$ cat src/design/svmd_pkg.sv
// ----------------------------------------------------------------------------
// svmd_pkg: shared constants for the series mean and deviation block
// Field widths, register indexes, status codes and default parameter values.
// ----------------------------------------------------------------------------
`default_nettype none

package svmd_pkg;

	// Default parameter values
	localparam int DEF_MAX_COUNT   = 131072;
	localparam int DEF_SAMPLE_BITS = 24;

	// Result field widths
	localparam int MEAN_W   = 25;
	localparam int STD_W    = 25;
	localparam int COUNT_W  = 18;
	localparam int STATUS_W = 2;

	localparam int OUT_FIELDS_W = MEAN_W + STD_W + COUNT_W + STATUS_W;
	localparam int OUT_TDATA_W  = ((OUT_FIELDS_W + 7) / 8) * 8;

	// Saturating count of every sample seen in a series
	localparam int                SEEN_W   = 18;
	localparam logic [SEEN_W-1:0] SEEN_MAX = '1;

	// Configuration port
	localparam int CFG_IDX_W  = 1;
	localparam int CFG_DATA_W = 16;

	localparam logic [CFG_IDX_W-1:0] REG_DIFF_MODE  = 1'd0;
	localparam logic [CFG_IDX_W-1:0] REG_SKIP_COUNT = 1'd1;

	localparam logic [CFG_DATA_W-1:0] SKIP_RESET = 16'd500;

	// Result status codes
	localparam logic [STATUS_W-1:0] STAT_OK       = 2'd0;
	localparam logic [STATUS_W-1:0] STAT_TOO_FEW  = 2'd1;
	localparam logic [STATUS_W-1:0] STAT_OVERFLOW = 2'd2;

endpackage

`default_nettype wire

$ cat src/design/svmd_addsub.sv
// ----------------------------------------------------------------------------
// svmd_addsub: shared adder / subtractor
// Adds or subtracts two words; the carry out doubles as "a >= b" on subtract.
// ----------------------------------------------------------------------------
`default_nettype none

module svmd_addsub #(
	parameter int W = 87
) (
	input  wire logic [W-1:0] a,
	input  wire logic [W-1:0] b,
	input  wire logic         sub,
	output logic      [W-1:0] res,
	output logic              cout
);

	logic [W:0] full;
	logic [W-1:0] b_inv;

	// Invert b and add one on subtract
	assign b_inv = sub ? ~b : b;
	assign full  = {1'b0, a} + {1'b0, b_inv} + {{W{1'b0}}, sub};
	assign res   = full[W-1:0];
	assign cout  = full[W];

endmodule

`default_nettype wire

$ cat src/design/series_velocity_mean_and_deviation_top.sv
// ----------------------------------------------------------------------------
// series_velocity_mean_and_deviation_top: series mean and sample deviation
//
// Samples arrive as words on the s_ channel, one signed value in s_tdata and
// s_tlast on the final word of a series. In difference mode each value is
// the step from the previous sample and the first skip_count values are
// dropped; otherwise the samples are used as they are. The last word of a
// series produces one result word on the m_ channel: floor mean, floor
// sample standard deviation, kept count and a status code.
// A sample that enters the statistics passes the square, sum-of-squares and
// sum states; a dropped one is taken in the idle state alone. The end of a
// series is run by the one shared adder, which does the divide, multiply
// and square root steps one bit at a time.
// s_tready is high only while the sequencer waits for a word. A result waits
// in the output register until taken; while it waits a following series is
// accepted, and its own result holds the sequencer until the register frees.
// Reset loads difference mode 1 and skip count 500 and clears all series
// state; configuration is written through cfg_we, cfg_index and cfg_data.
// ----------------------------------------------------------------------------
`default_nettype none

module series_velocity_mean_and_deviation_top
	import svmd_pkg::*;
#(
	parameter int MAX_COUNT   = DEF_MAX_COUNT,
	parameter int SAMPLE_BITS = DEF_SAMPLE_BITS,
	localparam int IN_TDATA_W = ((SAMPLE_BITS + 7) / 8) * 8
) (
	input  wire logic                   clk,
	input  wire logic                   arst_n,
	// configuration
	input  wire logic                   cfg_we,
	input  wire logic [CFG_IDX_W-1:0]   cfg_index,
	input  wire logic [CFG_DATA_W-1:0]  cfg_data,
	// sample words
	input  wire logic                   s_tvalid,
	output logic                        s_tready,
	input  wire logic [IN_TDATA_W-1:0]  s_tdata,   // sample
	input  wire logic                   s_tlast,   // end_of_series
	// result words
	output logic                        m_tvalid,
	input  wire logic                   m_tready,
	output logic [OUT_TDATA_W-1:0]      m_tdata    // mean_value, std_dev, kept_count, status
);

	localparam int VAL_W  = SAMPLE_BITS + 1;
	localparam int CNT_W  = $clog2(MAX_COUNT + 1);
	localparam int SUM_W  = VAL_W + CNT_W;
	localparam int SQ_W   = 2 * VAL_W;
	localparam int SSQ_W  = SQ_W + CNT_W;
	localparam int NUM_W  = SSQ_W + CNT_W;
	localparam int D_W    = 2 * CNT_W;
	localparam int RT_W   = (NUM_W + 1) / 2;
	localparam int U_W    = NUM_W + 1;
	localparam int STEP_W = $clog2(NUM_W + 1);
	localparam int PAD_W  = OUT_TDATA_W - OUT_FIELDS_W;

	// Sequencer states
	localparam logic [3:0] ST_IDLE    = 4'd0;
	localparam logic [3:0] ST_SQUARE  = 4'd1;
	localparam logic [3:0] ST_ACC_SQ  = 4'd2;
	localparam logic [3:0] ST_ACC_SUM = 4'd3;
	localparam logic [3:0] ST_FIN     = 4'd4;
	localparam logic [3:0] ST_MEAN    = 4'd5;
	localparam logic [3:0] ST_MULN    = 4'd6;
	localparam logic [3:0] ST_SUBSQ   = 4'd7;
	localparam logic [3:0] ST_DEN     = 4'd8;
	localparam logic [3:0] ST_DIV     = 4'd9;
	localparam logic [3:0] ST_SQRT    = 4'd10;
	localparam logic [3:0] ST_OUT     = 4'd11;

	logic [3:0] state_q;

	// Configuration registers
	logic                  diff_mode_q;
	logic [CFG_DATA_W-1:0] skip_q;

	// Series state
	logic signed [SAMPLE_BITS-1:0] prev_q;
	logic [SEEN_W-1:0]             seen_q;
	logic [CNT_W-1:0]              kept_q;
	logic signed [SUM_W-1:0]       sum_q;
	logic [SSQ_W-1:0]              ssq_q;
	logic                          ovf_q;

	// Per-word work registers
	logic signed [VAL_W-1:0] value_q;
	logic                    last_q;
	logic [SQ_W-1:0]         prod_q;

	// Finish sequence registers
	logic [STEP_W-1:0]       step_q;
	logic                    sneg_q;
	logic [U_W-1:0]          rem_q;
	logic [U_W-1:0]          num_q;
	logic [U_W-1:0]          mcand_q;
	logic [SUM_W-1:0]        mplier_q;
	logic [D_W-1:0]          den_q;
	logic [SUM_W-1:0]        mean_q;
	logic [RT_W-1:0]         root_q;

	// Output register
	logic                    m_tvalid_q;
	logic [MEAN_W-1:0]       out_mean_q;
	logic [STD_W-1:0]        out_std_q;
	logic [COUNT_W-1:0]      out_count_q;
	logic [STATUS_W-1:0]     out_status_q;

	// Shared unit
	logic [U_W-1:0] alu_a;
	logic [U_W-1:0] alu_b;
	logic           alu_sub;
	logic [U_W-1:0] alu_res;
	logic           alu_cout;

	svmd_addsub #(
		.W(U_W)
	) u_addsub (
		.a   (alu_a),
		.b   (alu_b),
		.sub (alu_sub),
		.res (alu_res),
		.cout(alu_cout)
	);

	// Decode the incoming word
	logic signed [SAMPLE_BITS-1:0] cur_s;
	logic signed [VAL_W-1:0]       in_value;
	logic                          in_keep;
	logic                          kept_full;
	logic                          in_add;

	assign cur_s     = signed'(s_tdata[SAMPLE_BITS-1:0]);
	assign in_value  = (diff_mode_q && (seen_q != '0)) ?
	                   VAL_W'(cur_s) - VAL_W'(prev_q) : VAL_W'(cur_s);
	assign in_keep   = !(diff_mode_q && (seen_q < SEEN_W'(skip_q)));
	assign kept_full = kept_q >= CNT_W'(MAX_COUNT);
	assign in_add    = in_keep && !kept_full;

	// Magnitudes for the multiplier and the divide steps
	logic [VAL_W-1:0] val_mag;
	logic [SQ_W-1:0]  sq;
	logic [SUM_W-1:0] sum_mag;

	assign val_mag = value_q[VAL_W-1] ? VAL_W'(-value_q) : VAL_W'(value_q);
	assign sq      = val_mag * val_mag;
	assign sum_mag = sum_q[SUM_W-1] ? SUM_W'(-sum_q) : SUM_W'(sum_q);

	// Mean quotient and remainder after the current divide step
	logic [SUM_W-1:0] mean_qv;
	logic [U_W-1:0]   rem_nx;
	logic [SUM_W-1:0] mean_nx;

	assign mean_qv = {mplier_q[SUM_W-2:0], alu_cout};
	assign rem_nx  = alu_cout ? alu_res : alu_a;
	assign mean_nx = !sneg_q ? mean_qv :
	                 (rem_nx != '0) ? ~mean_qv : SUM_W'(-mean_qv);

	logic step_last;
	assign step_last = (step_q == STEP_W'(1));

	// Load the output register when the result is ready and the slot is free
	logic out_load;
	assign out_load = (state_q == ST_OUT) && (!m_tvalid_q || m_tready);

	// Route operands to the shared unit
	always_comb begin
		alu_a   = '0;
		alu_b   = '0;
		alu_sub = 1'b0;
		unique case (state_q)
			ST_ACC_SQ: begin
				alu_a = U_W'(ssq_q);
				alu_b = U_W'(prod_q);
			end
			ST_ACC_SUM: begin
				alu_a = U_W'(sum_q);
				alu_b = U_W'(value_q);
			end
			ST_MEAN: begin
				alu_a   = {rem_q[U_W-2:0], mplier_q[SUM_W-1]};
				alu_b   = U_W'(kept_q);
				alu_sub = 1'b1;
			end
			ST_MULN: begin
				alu_a = num_q;
				alu_b = mplier_q[0] ? mcand_q : '0;
			end
			ST_SUBSQ: begin
				alu_a   = num_q;
				alu_b   = mplier_q[0] ? mcand_q : '0;
				alu_sub = 1'b1;
			end
			ST_DEN: begin
				alu_a = U_W'(den_q);
				alu_b = mplier_q[0] ? mcand_q : '0;
			end
			ST_DIV: begin
				alu_a   = {rem_q[U_W-2:0], num_q[NUM_W-1]};
				alu_b   = U_W'(den_q);
				alu_sub = 1'b1;
			end
			ST_SQRT: begin
				alu_a   = {rem_q[U_W-3:0], num_q[2*RT_W-1 -: 2]};
				alu_b   = U_W'({root_q, 2'b01});
				alu_sub = 1'b1;
			end
			default: begin
				alu_a   = '0;
				alu_b   = '0;
				alu_sub = 1'b0;
			end
		endcase
	end

	// Configuration writes
	always_ff @(posedge clk or negedge arst_n) begin
		if (!arst_n) begin
			diff_mode_q <= 1'b1;
			skip_q      <= SKIP_RESET;
		end else if (cfg_we) begin
			unique case (cfg_index)
				REG_DIFF_MODE:  diff_mode_q <= cfg_data[0];
				REG_SKIP_COUNT: skip_q      <= cfg_data;
				default: ;
			endcase
		end
	end

	// Sequencer and series state
	always_ff @(posedge clk or negedge arst_n) begin
		if (!arst_n) begin
			state_q    <= ST_IDLE;
			prev_q     <= '0;
			seen_q     <= '0;
			kept_q     <= '0;
			sum_q      <= '0;
			ssq_q      <= '0;
			ovf_q      <= 1'b0;
			m_tvalid_q <= 1'b0;
		end else begin
			// Raise valid on a new result, drop it once the receiver takes it
			if (out_load) begin
				m_tvalid_q <= 1'b1;
			end else if (m_tvalid_q && m_tready) begin
				m_tvalid_q <= 1'b0;
			end

			unique case (state_q)
				ST_IDLE: begin
					if (s_tvalid) begin
						prev_q  <= cur_s;
						value_q <= in_value;
						last_q  <= s_tlast;
						if (seen_q != SEEN_MAX) begin
							seen_q <= seen_q + SEEN_W'(1);
						end
						if (in_keep && kept_full) begin
							ovf_q <= 1'b1;
						end
						if (in_add) begin
							kept_q  <= kept_q + CNT_W'(1);
							state_q <= ST_SQUARE;
						end else if (s_tlast) begin
							state_q <= ST_FIN;
						end
					end
				end

				ST_SQUARE: begin
					prod_q  <= sq;
					state_q <= ST_ACC_SQ;
				end

				ST_ACC_SQ: begin
					ssq_q   <= alu_res[SSQ_W-1:0];
					state_q <= ST_ACC_SUM;
				end

				ST_ACC_SUM: begin
					sum_q   <= signed'(alu_res[SUM_W-1:0]);
					state_q <= last_q ? ST_FIN : ST_IDLE;
				end

				// Set up the mean divide, or skip straight to the result
				ST_FIN: begin
					root_q <= '0;
					if (kept_q == '0) begin
						mean_q  <= '0;
						state_q <= ST_OUT;
					end else begin
						sneg_q   <= sum_q[SUM_W-1];
						mplier_q <= sum_mag;
						rem_q    <= '0;
						step_q   <= STEP_W'(SUM_W);
						state_q  <= ST_MEAN;
					end
				end

				// One quotient bit of |sum| / n per cycle
				ST_MEAN: begin
					rem_q <= rem_nx;
					if (step_last) begin
						mean_q <= mean_nx;
						if (kept_q < CNT_W'(2)) begin
							state_q <= ST_OUT;
						end else begin
							num_q    <= '0;
							mcand_q  <= U_W'(ssq_q);
							mplier_q <= SUM_W'(kept_q);
							step_q   <= STEP_W'(CNT_W);
							state_q  <= ST_MULN;
						end
					end else begin
						mplier_q <= mean_qv;
						step_q   <= step_q - STEP_W'(1);
					end
				end

				// n * sumsq, one multiplier bit per cycle
				ST_MULN: begin
					num_q <= alu_res;
					if (step_last) begin
						mcand_q  <= U_W'(sum_mag);
						mplier_q <= sum_mag;
						step_q   <= STEP_W'(SUM_W);
						state_q  <= ST_SUBSQ;
					end else begin
						mcand_q  <= {mcand_q[U_W-2:0], 1'b0};
						mplier_q <= {1'b0, mplier_q[SUM_W-1:1]};
						step_q   <= step_q - STEP_W'(1);
					end
				end

				// Subtract sum^2, one partial product per cycle
				ST_SUBSQ: begin
					num_q <= alu_res;
					if (step_last) begin
						den_q    <= '0;
						mcand_q  <= U_W'(kept_q);
						mplier_q <= SUM_W'(kept_q) - SUM_W'(1);
						step_q   <= STEP_W'(CNT_W);
						state_q  <= ST_DEN;
					end else begin
						mcand_q  <= {mcand_q[U_W-2:0], 1'b0};
						mplier_q <= {1'b0, mplier_q[SUM_W-1:1]};
						step_q   <= step_q - STEP_W'(1);
					end
				end

				// n * (n - 1)
				ST_DEN: begin
					den_q <= alu_res[D_W-1:0];
					if (step_last) begin
						rem_q   <= '0;
						step_q  <= STEP_W'(NUM_W);
						state_q <= ST_DIV;
					end else begin
						mcand_q  <= {mcand_q[U_W-2:0], 1'b0};
						mplier_q <= {1'b0, mplier_q[SUM_W-1:1]};
						step_q   <= step_q - STEP_W'(1);
					end
				end

				// Restoring divide; quotient bits shift into num_q
				ST_DIV: begin
					num_q <= {1'b0, num_q[NUM_W-2:0], alu_cout};
					if (step_last) begin
						rem_q   <= '0;
						step_q  <= STEP_W'(RT_W);
						state_q <= ST_SQRT;
					end else begin
						rem_q  <= alu_cout ? alu_res : alu_a;
						step_q <= step_q - STEP_W'(1);
					end
				end

				// Digit-by-digit square root, two radicand bits per cycle
				ST_SQRT: begin
					rem_q  <= alu_cout ? alu_res : alu_a;
					num_q  <= {num_q[U_W-3:0], 2'b00};
					root_q <= {root_q[RT_W-2:0], alu_cout};
					step_q <= step_q - STEP_W'(1);
					if (step_last) begin
						state_q <= ST_OUT;
					end
				end

				// Load the result word and clear the series
				ST_OUT: begin
					if (out_load) begin
						out_mean_q  <= MEAN_W'(signed'(mean_q));
						out_std_q   <= STD_W'(root_q);
						out_count_q <= COUNT_W'(kept_q);
						if (ovf_q) begin
							out_status_q <= STAT_OVERFLOW;
						end else if (kept_q < CNT_W'(2)) begin
							out_status_q <= STAT_TOO_FEW;
						end else begin
							out_status_q <= STAT_OK;
						end
						prev_q  <= '0;
						seen_q  <= '0;
						kept_q  <= '0;
						sum_q   <= '0;
						ssq_q   <= '0;
						ovf_q   <= 1'b0;
						state_q <= ST_IDLE;
					end
				end

				default: begin
					state_q <= ST_IDLE;
				end
			endcase
		end
	end

	assign s_tready = (state_q == ST_IDLE);
	assign m_tvalid = m_tvalid_q;
	assign m_tdata  = {{PAD_W{1'b0}}, out_status_q, out_count_q, out_std_q, out_mean_q};

endmodule

`default_nettype wire
$ cat config.mk
export PLATFORM = sky130hd
export DESIGN_NAME = series_velocity_mean_and_deviation_top
export DESIGN_NICKNAME = d
export VERILOG_FILES = /design/src/design/svmd_pkg.sv /design/src/design/svmd_addsub.sv /design/src/design/series_velocity_mean_and_deviation_top.sv
export SDC_FILE = /design/constraint.sdc
export NUM_CORES = 2
export LEC_CHECK = 0
export CORE_MARGIN = 2
export CORE_UTILIZATION = 30
export DETAILED_ROUTE_END_ITERATION = 8
export DONT_BUFFER_PORTS = 1
export SLEW_MARGIN = 20
export SYNTH_ARGS = -nofsm -noshare
export SYNTH_HDL_FRONTEND = slang
export SYNTH_SLANG_ARGS = --single-unit
$ cat constraint.sdc
create_clock -name clk -period 23.2 [get_ports clk]
set_input_delay 3.48 -clock clk [delete_from_list [all_inputs] [get_ports clk]]
set_output_delay 3.48 -clock clk [all_outputs]
set_load 0.02 [all_outputs]
# Word-level counts from Yosys, hierarchy flattened
# Index checks and enable logic that the tools add are counted.
[word_totals] regBits=755 inputBits=47 out_inout_bits=74 elab_cells=205
[classes] add_sub_neg=10 multipliers=1 order_cmp=3 n_eq_ne=30 n_mux=79 n_bitwise=4 n_reduce_logical=52
[op_table] op="87-bit 2-to-1 mux" count=10
[op_table] op="87-bit case mux with 4 select lines" count=2
[op_table] op="87-bit case mux with 7 select lines" count=1
[op_table] op="87-bit case mux with 6 select lines" count=1
[op_table] op="43-bit 2-to-1 mux" count=8
[op_table] op="86-bit case mux with 4 select lines" count=1
[op_table] op="86-bit 2-to-1 mux" count=3
[op_table] op="43-bit case mux with 5 select lines" count=1
[op_table] op="43-bit case mux with 2 select lines" count=2
[op_table] op="25-bit 2-to-1 mux" count=6
[op_table] op="68-bit case mux with 2 select lines" count=1
[op_table] op="18-bit 2-to-1 mux" count=5
[op_table] op="87-bit by 87-bit adder with 88-bit output" count=1
[op_table] op="88-bit by 1-bit adder with 88-bit output" count=1
[op_table] op="87-bit NOT" count=1
[op_table] op="87-bit nonzero test" count=1
[op_table] op="18-bit case mux with 2 select lines" count=2
[op_table] op="36-bit case mux with 2 select lines" count=1
[op_table] op="68-bit 2-to-1 mux" count=1
[op_table] op="25-bit by 25-bit multiplier with 50-bit output" count=1
[op_table] op="25-bit negator" count=2
[op_table] op="25-bit case mux with 2 select lines" count=1
[op_table] op="24-bit 2-to-1 mux" count=2
[op_table] op="4-bit 2-to-1 mux" count=12
[op_table] op="other kinds (46)" count=112

# Depth between registers and ports, before layout
[logic_depth] depth_word=13 mapped_depth=40 mapped_depth_nobuf=38

# By module
# From an unflattened synthesis, not the netlist that was laid out.
[unflattened] cells_unflattened=7263 area_unflattened_um2=66618.9
[by_module_without_submodules] module="series_velocity_mean_and_deviation_top" n_inst=1 cells_per_inst=6323 area_each_um2=60285.3 seq_area_each_um2=21679.5
[by_module_without_submodules] module="svmd_addsub" n_inst=1 cells_per_inst=940 area_each_um2=6333.6 seq_area_each_um2=0.0

# Least setup slack after synthesis
# OpenSTA, ideal clock, no wires.
[synth_path] path_type="input to register" from="input port arst_n" to="register num_q[0] (enable)" setup_ns=0.666 arrival_ns=9.797 required_ns=22.534 path_slack_ns=12.736 stages=1 path_buffers=0 cell_sequence="a21boi_0"
[synth_between] elab_chain_len=1
[synth_lines] element="from (decl)" line_no="series_velocity_mean_and_deviation_top.sv:30" source="input wire logic arst_n,"
[synth_lines] element="4-bit AND reduction (no source line)"
[synth_lines] element="to (signal assigned)" line_no="series_velocity_mean_and_deviation_top.sv:322" source="num_q <= alu_res;"
[synth_lines] element="to (signal assigned)" line_no="series_velocity_mean_and_deviation_top.sv:337" source="num_q <= alu_res;"
[synth_lines] element="to (signal assigned)" line_no="series_velocity_mean_and_deviation_top.sv:367" source="num_q <= {1'b0, num_q[NUM_W-2:0], alu_cout};"
[synth_lines] element="to (decl)" line_no="series_velocity_mean_and_deviation_top.sv:95" source="logic [U_W-1:0] num_q;"
# Every way passes these cells.
# A chain may end at the register's enable or synchronous reset.

# Worst setup path after layout
[layout_path] from="register value_q[5]" to="register prod_q[49] (data pin)"
[layout_between] elab_chain_len=3
[layout_lines] element="from (decl)" line_no="series_velocity_mean_and_deviation_top.sv:87" source="logic signed [VAL_W-1:0] value_q;"
[layout_lines] element="from (signal assigned)" line_no="series_velocity_mean_and_deviation_top.sv:253" source="value_q <= in_value;"
[layout_lines] element="25-bit negator" line_no="series_velocity_mean_and_deviation_top.sv:145" source="assign val_mag = value_q[VAL_W-1] ? VAL_W'(-value_q) : VAL_W'(value_q);"
[layout_lines] element="25-bit 2-to-1 mux *" line_no="series_velocity_mean_and_deviation_top.sv:145"
[layout_lines] element="25-bit by 25-bit multiplier with 50-bit output *" line_no="series_velocity_mean_and_deviation_top.sv:146" source="assign sq = val_mag * val_mag;"
[layout_lines] element="net sq[49]" line_no="series_velocity_mean_and_deviation_top.sv:142" source="logic [SQ_W-1:0] sq;"
[layout_lines] element="to (signal assigned)" line_no="series_velocity_mean_and_deviation_top.sv:271" source="prod_q <= sq;"
[layout_lines] element="to (decl)" line_no="series_velocity_mean_and_deviation_top.sv:89" source="logic [SQ_W-1:0] prod_q;"
# Mark *: on every way through the listed nets, which the timed path passes. The rest lies on a longest branch.

==> load_flow_metrics.sql <==
INSERT INTO impl_metrics (metric_group, metric, value, unit) VALUES
('drt', 'detail_route.iter0.violations', '6822', ''),
('clocking', 'worst_setup_hold_path_clk_slew', '0.07', 'ns'),
('synthesis', 'yosysSeqAreaShare', '34.1', '%'),
('synthesis', 'yosys_most_used_dff', 'edfxtp_1', ''),
('sta', 'final.setup_skew', '0.0603', 'ns'),
('setup_path', 'path_class', 'flop to flop', ''),
('clocking', 'worst_skew_pair.late_latency', '0.73', 'ns'),
('drt', 'detail_route.first_pass.iterations', '7', ''),
('floorplan', 'core_ar', '211000', 'um^2'),
('clocking', 'post_cts.repair.setup_buffers', '0', ''),
('final_layout', 'nets', '7516', ''),
('global_routing', 'grt_pass1_wl', '337', 'mm'),
('place', 'dp_hpwl', '163', 'mm'),
('setup_path', 'critical_path_peak_fanout', '15', ''),
('setup_path', 'worst-path-buf-inv', '4', ''),
('synthesis', 'synth.largest_area_cell', 'edfxtp_1', ''),
('status', 'outcome', 'finished clean', ''),
('flow_run', 'timing.max_cap.violations', '0', ''),
('final_layout', 'drive_above_1_share', '5.28', '%'),
('synthesis', 'post_synthesis_cell_area', '63600', 'um^2'),
('setup_path', 'critical_path.most_common_cell', 'fa_1', ''),
('floorplan', 'effective_utilization_at_floorplan', '30.1', '%'),
('place', 'port_buffers', '0', ''),
('synthesis', 'yosysWarnings', '0', ''),
('synthesis', 'synth.lib_cells_used.distinct', '100', ''),
('setup_path', 'r2r_start', 'value_q[5]$_DFFE_PP_', ''),
('clocking', 'cts_root_buffer', 'clkbuf_16', ''),
('global_routing', 'overflow', '0', ''),
('setup_path', 'largest_stage_delay_on_the_critical_path', '0.73', 'ns'),
('setup_path', 'minimum_setup_slack_among_reg_to_reg_paths', '11.44', 'ns'),
('global_routing', 'grt_pass1_vias', '52849', ''),
('setup_path', 'path_delay_family', 'adder cells', ''),
('setup_path', 'critical_path.startpoint_type', 'flop', ''),
('clocking', 'tritoncts.num_buffers', '83', ''),
('clocking', 'cts.repair.resized', '0', ''),
('drt', 'route.final.wire_length', '222', 'mm'),
('drt', 'vias', '53699', ''),
('clocking', 'numClockSinks', '754', ''),
('floorplan', 'die_span_in_y', '464', 'um'),
('sta', 'hold_fails_final_rpt', '0', ''),
('final_layout', 'sequential_cell_area', '21700', 'um^2'),
('worst_hold_path', 'hold_path_class', 'flop to flop', ''),
('drt', 'ant_nets', '0', ''),
('synthesis', 'synth_top_area_share', '26.4', '%'),
('floorplan', 'chipWidth', '464', 'um'),
('final_layout', 'n_fill_cell', '21823', ''),
('synthesis', 'post_synth_main_area_contributors', 'edfxtp_1 (26%), fa_1 (15%), dfrtp_1 (7.4%)', ''),
('final_layout', 'area_used_by_multi_input_combinational_logic', '37600', 'um^2'),
('synthesis', 'synth_enable_flop_cells', '560', ''),
('sta', 'maxSlewHeadroom', '14.7', '%'),
('final_layout', 'syn2layout_area_growth', '9.26', '%'),
('clocking', 'cts_tree', 'yes', ''),
('synthesis', 'post_synthesis_mean_instance_area', '9.23', 'um^2'),
('global_routing', 'global_route.usage.total', '20.1', '%'),
('floorplan', 'die-area', '216000', 'um^2'),
('synthesis', 'syn_inst', '6891', ''),
('worst_hold_path', 'min-delay-start', 'mean_q[22]$_SDFFCE_PN0P_', ''),
('setup_path', 'critical_path_required', '23.63', 'ns'),
('clocking', 'clockBufferDepth', '3', ''),
('sta', 'worst_slew_pin_slew', '1.26', 'ns'),
('drt', 'drc_errors', '0', ''),
('sta', 'min_period', '11.76', 'ns'),
('final_layout', 'finalCoreUtilization', '32.9', '%'),
('setup_path', 'worst-endpoint-arrival', '12.19', 'ns'),
('floorplan', 'pin_count', '121', ''),
('sta', 'setup-tns-final', '0', 'ns'),
('setup_path', 'endpoint_kind', 'flop', ''),
('sta', 'report.final.setup_viol', '0', ''),
('global_routing', 'grt_start_max_net_pins', '205', ''),
('clocking', 'ctsHoldBuffers', '0', ''),
('floorplan', 'core_rows', '169', ''),
('clocking', 'htree_num_levels', '3', ''),
('sta', 'finalCritPeriodShare', '50.7', '%'),
('sta', 'slew_viol_final', '0', ''),
('drt', 'avgViaCountPerCell', '5.61', ''),
('setup_path', 'timing.critical_path.slowest_stage_cell', 'xor2_1', ''),
('global_routing', 'antenna_found_initial', '6', ''),
('drt', 'detail_route.wl_per_cell', '23.2', 'um'),
('sta', 'unrepaired_setup_endpoints_after_global_routing', 'no', ''),
('sta', 'fmax', '0.0850', 'GHz'),
('setup_path', 'worst_setup_startpoint', 'value_q[5]$_DFFE_PP_', ''),
('synthesis', 'synth-seq-cells', '754', ''),
('place', 'globalplace.congestion', '0.965', ''),
('synthesis', 'synth_async_sr_flop_share', '25.7', '%');
==> sequential cells by signal (all words and copies together) (netlist names), 43 cells and up <==
register,flops
num_q,87
mplier_q,43
root_q,43
ssq_q,68
prod_q,49
sum_q,43
mcand_q,87
rem_q,86
==> final cells by class <==
class                   count  share of cell area, %
clock inverters            49                  0.817
repair buffers            120                   1.29
multi-input cells        4928                   54.1
inverters                 800                   4.32
diodes                      2                0.00720
clock buffers             104                   3.19
well taps                2821                   5.08
flip-flops and latches    754                   31.2
==> metal layers <==
metal | global-route usage [%] | vias up | share of wire [%]
li1 | - | 23718 | -
met1 | 28.5 | 26728 | 43
met4 | 5.63 | 8 | 3.0
met2 | 31.2 | 2824 | 44
met3 | 3.70 | 421 | 9.9
met5 | 0 | - | 0.020
==> kinds of logic after synthesis <==
family          synth area share, %
compound gates                 17.9
xor+xnor                       4.47
fa+ha+maj                      20.9
buf+inv                        7.29
flops                          34.1
mux                           0.783
other cells                  0.0118
simple gates                   14.5
==> final timing paths <==
kind / cells past startpoint / end
setup reg to reg: 33 / prod_q[49]$_DFFE_PP_
setup / recovery: 33 / prod_q[49]$_DFFE_PP_
hold / removal: 0 / out_mean_q[22]$_DFFE_PP_
max in group asynchronous: 0 / ssq_q[44]$_DFFE_PN0P_
hold reg to reg: 0 / out_mean_q[22]$_DFFE_PP_
min in group asynchronous: 0 / prev_q[10]$_DFFE_PN0P_
==> Yosys cell counts (all sizes together), types with 25 or more instances <==
| master | instances |
|---|---|
| inv | 795 |
| nand2 | 718 |
| edfxtp | 560 |
| a21oi | 516 |
| nor2 | 493 |
| fa | 469 |
| o21ai | 414 |
| clkbuf | 365 |
| ha | 313 |
| nand3 | 229 |
| xnor2 | 197 |
| dfrtp | 187 |
| a22oi | 182 |
| xor2 | 127 |
| a21o | 103 |
| nor3 | 89 |
| and3 | 86 |
| nand4 | 83 |
| a222oi | 77 |
| buf | 62 |
| a22o | 54 |
| nand2b | 51 |
| o211ai | 51 |
| or3 | 48 |
| nor4 | 41 |
| o31ai | 41 |
| and2 | 38 |
| o21bai | 38 |
| o22ai | 38 |
| a211oi | 34 |
| nor2b | 29 |
| or4 | 29 |
| a31oi | 25 |
| mux2i | 25 |
| o41ai | 25 |
==> placed cells by master (no fill, tap or decap), types with 36 or more instances in the layout <==
master and count:
a21oi_1 511, nor2_1 484, and2_1 36, nand2_1 712, a22oi_1 182, and3_1 84, a22o_1 54, nand4_1 83
xor2_1 127, clkbuf_16 84, ha_1 313, o21ai_0 402, nand3_1 229, o22ai_1 38, a21o_1 102, o211ai_1 51
nor4_1 39, o31ai_1 40, inv_1 794, xnor2_1 195, o21bai_1 38, dfrtp_1 187, a222oi_1 77, nor3_1 85
nand2b_1 50, edfxtp_1 560, or3_1 48, buf_4 119, fa_1 469
==> per-stage QoR <==
step                instances  cell area, um^2  setup slack, ns  hold slack (ns)
floorplan                6909            63700            12.74            0.400
global placement         9421            66700            11.84            0.402
detailed placement       9422            66700            11.54            0.405
CTS                      9575            69500            11.46            0.408
global route             9576            69500            10.70            0.415
finish                   9578            69500            11.44            0.407
Power is not shown: default switching activity piles up to over one toggle a cycle in this logic, so the estimate is an artifact.
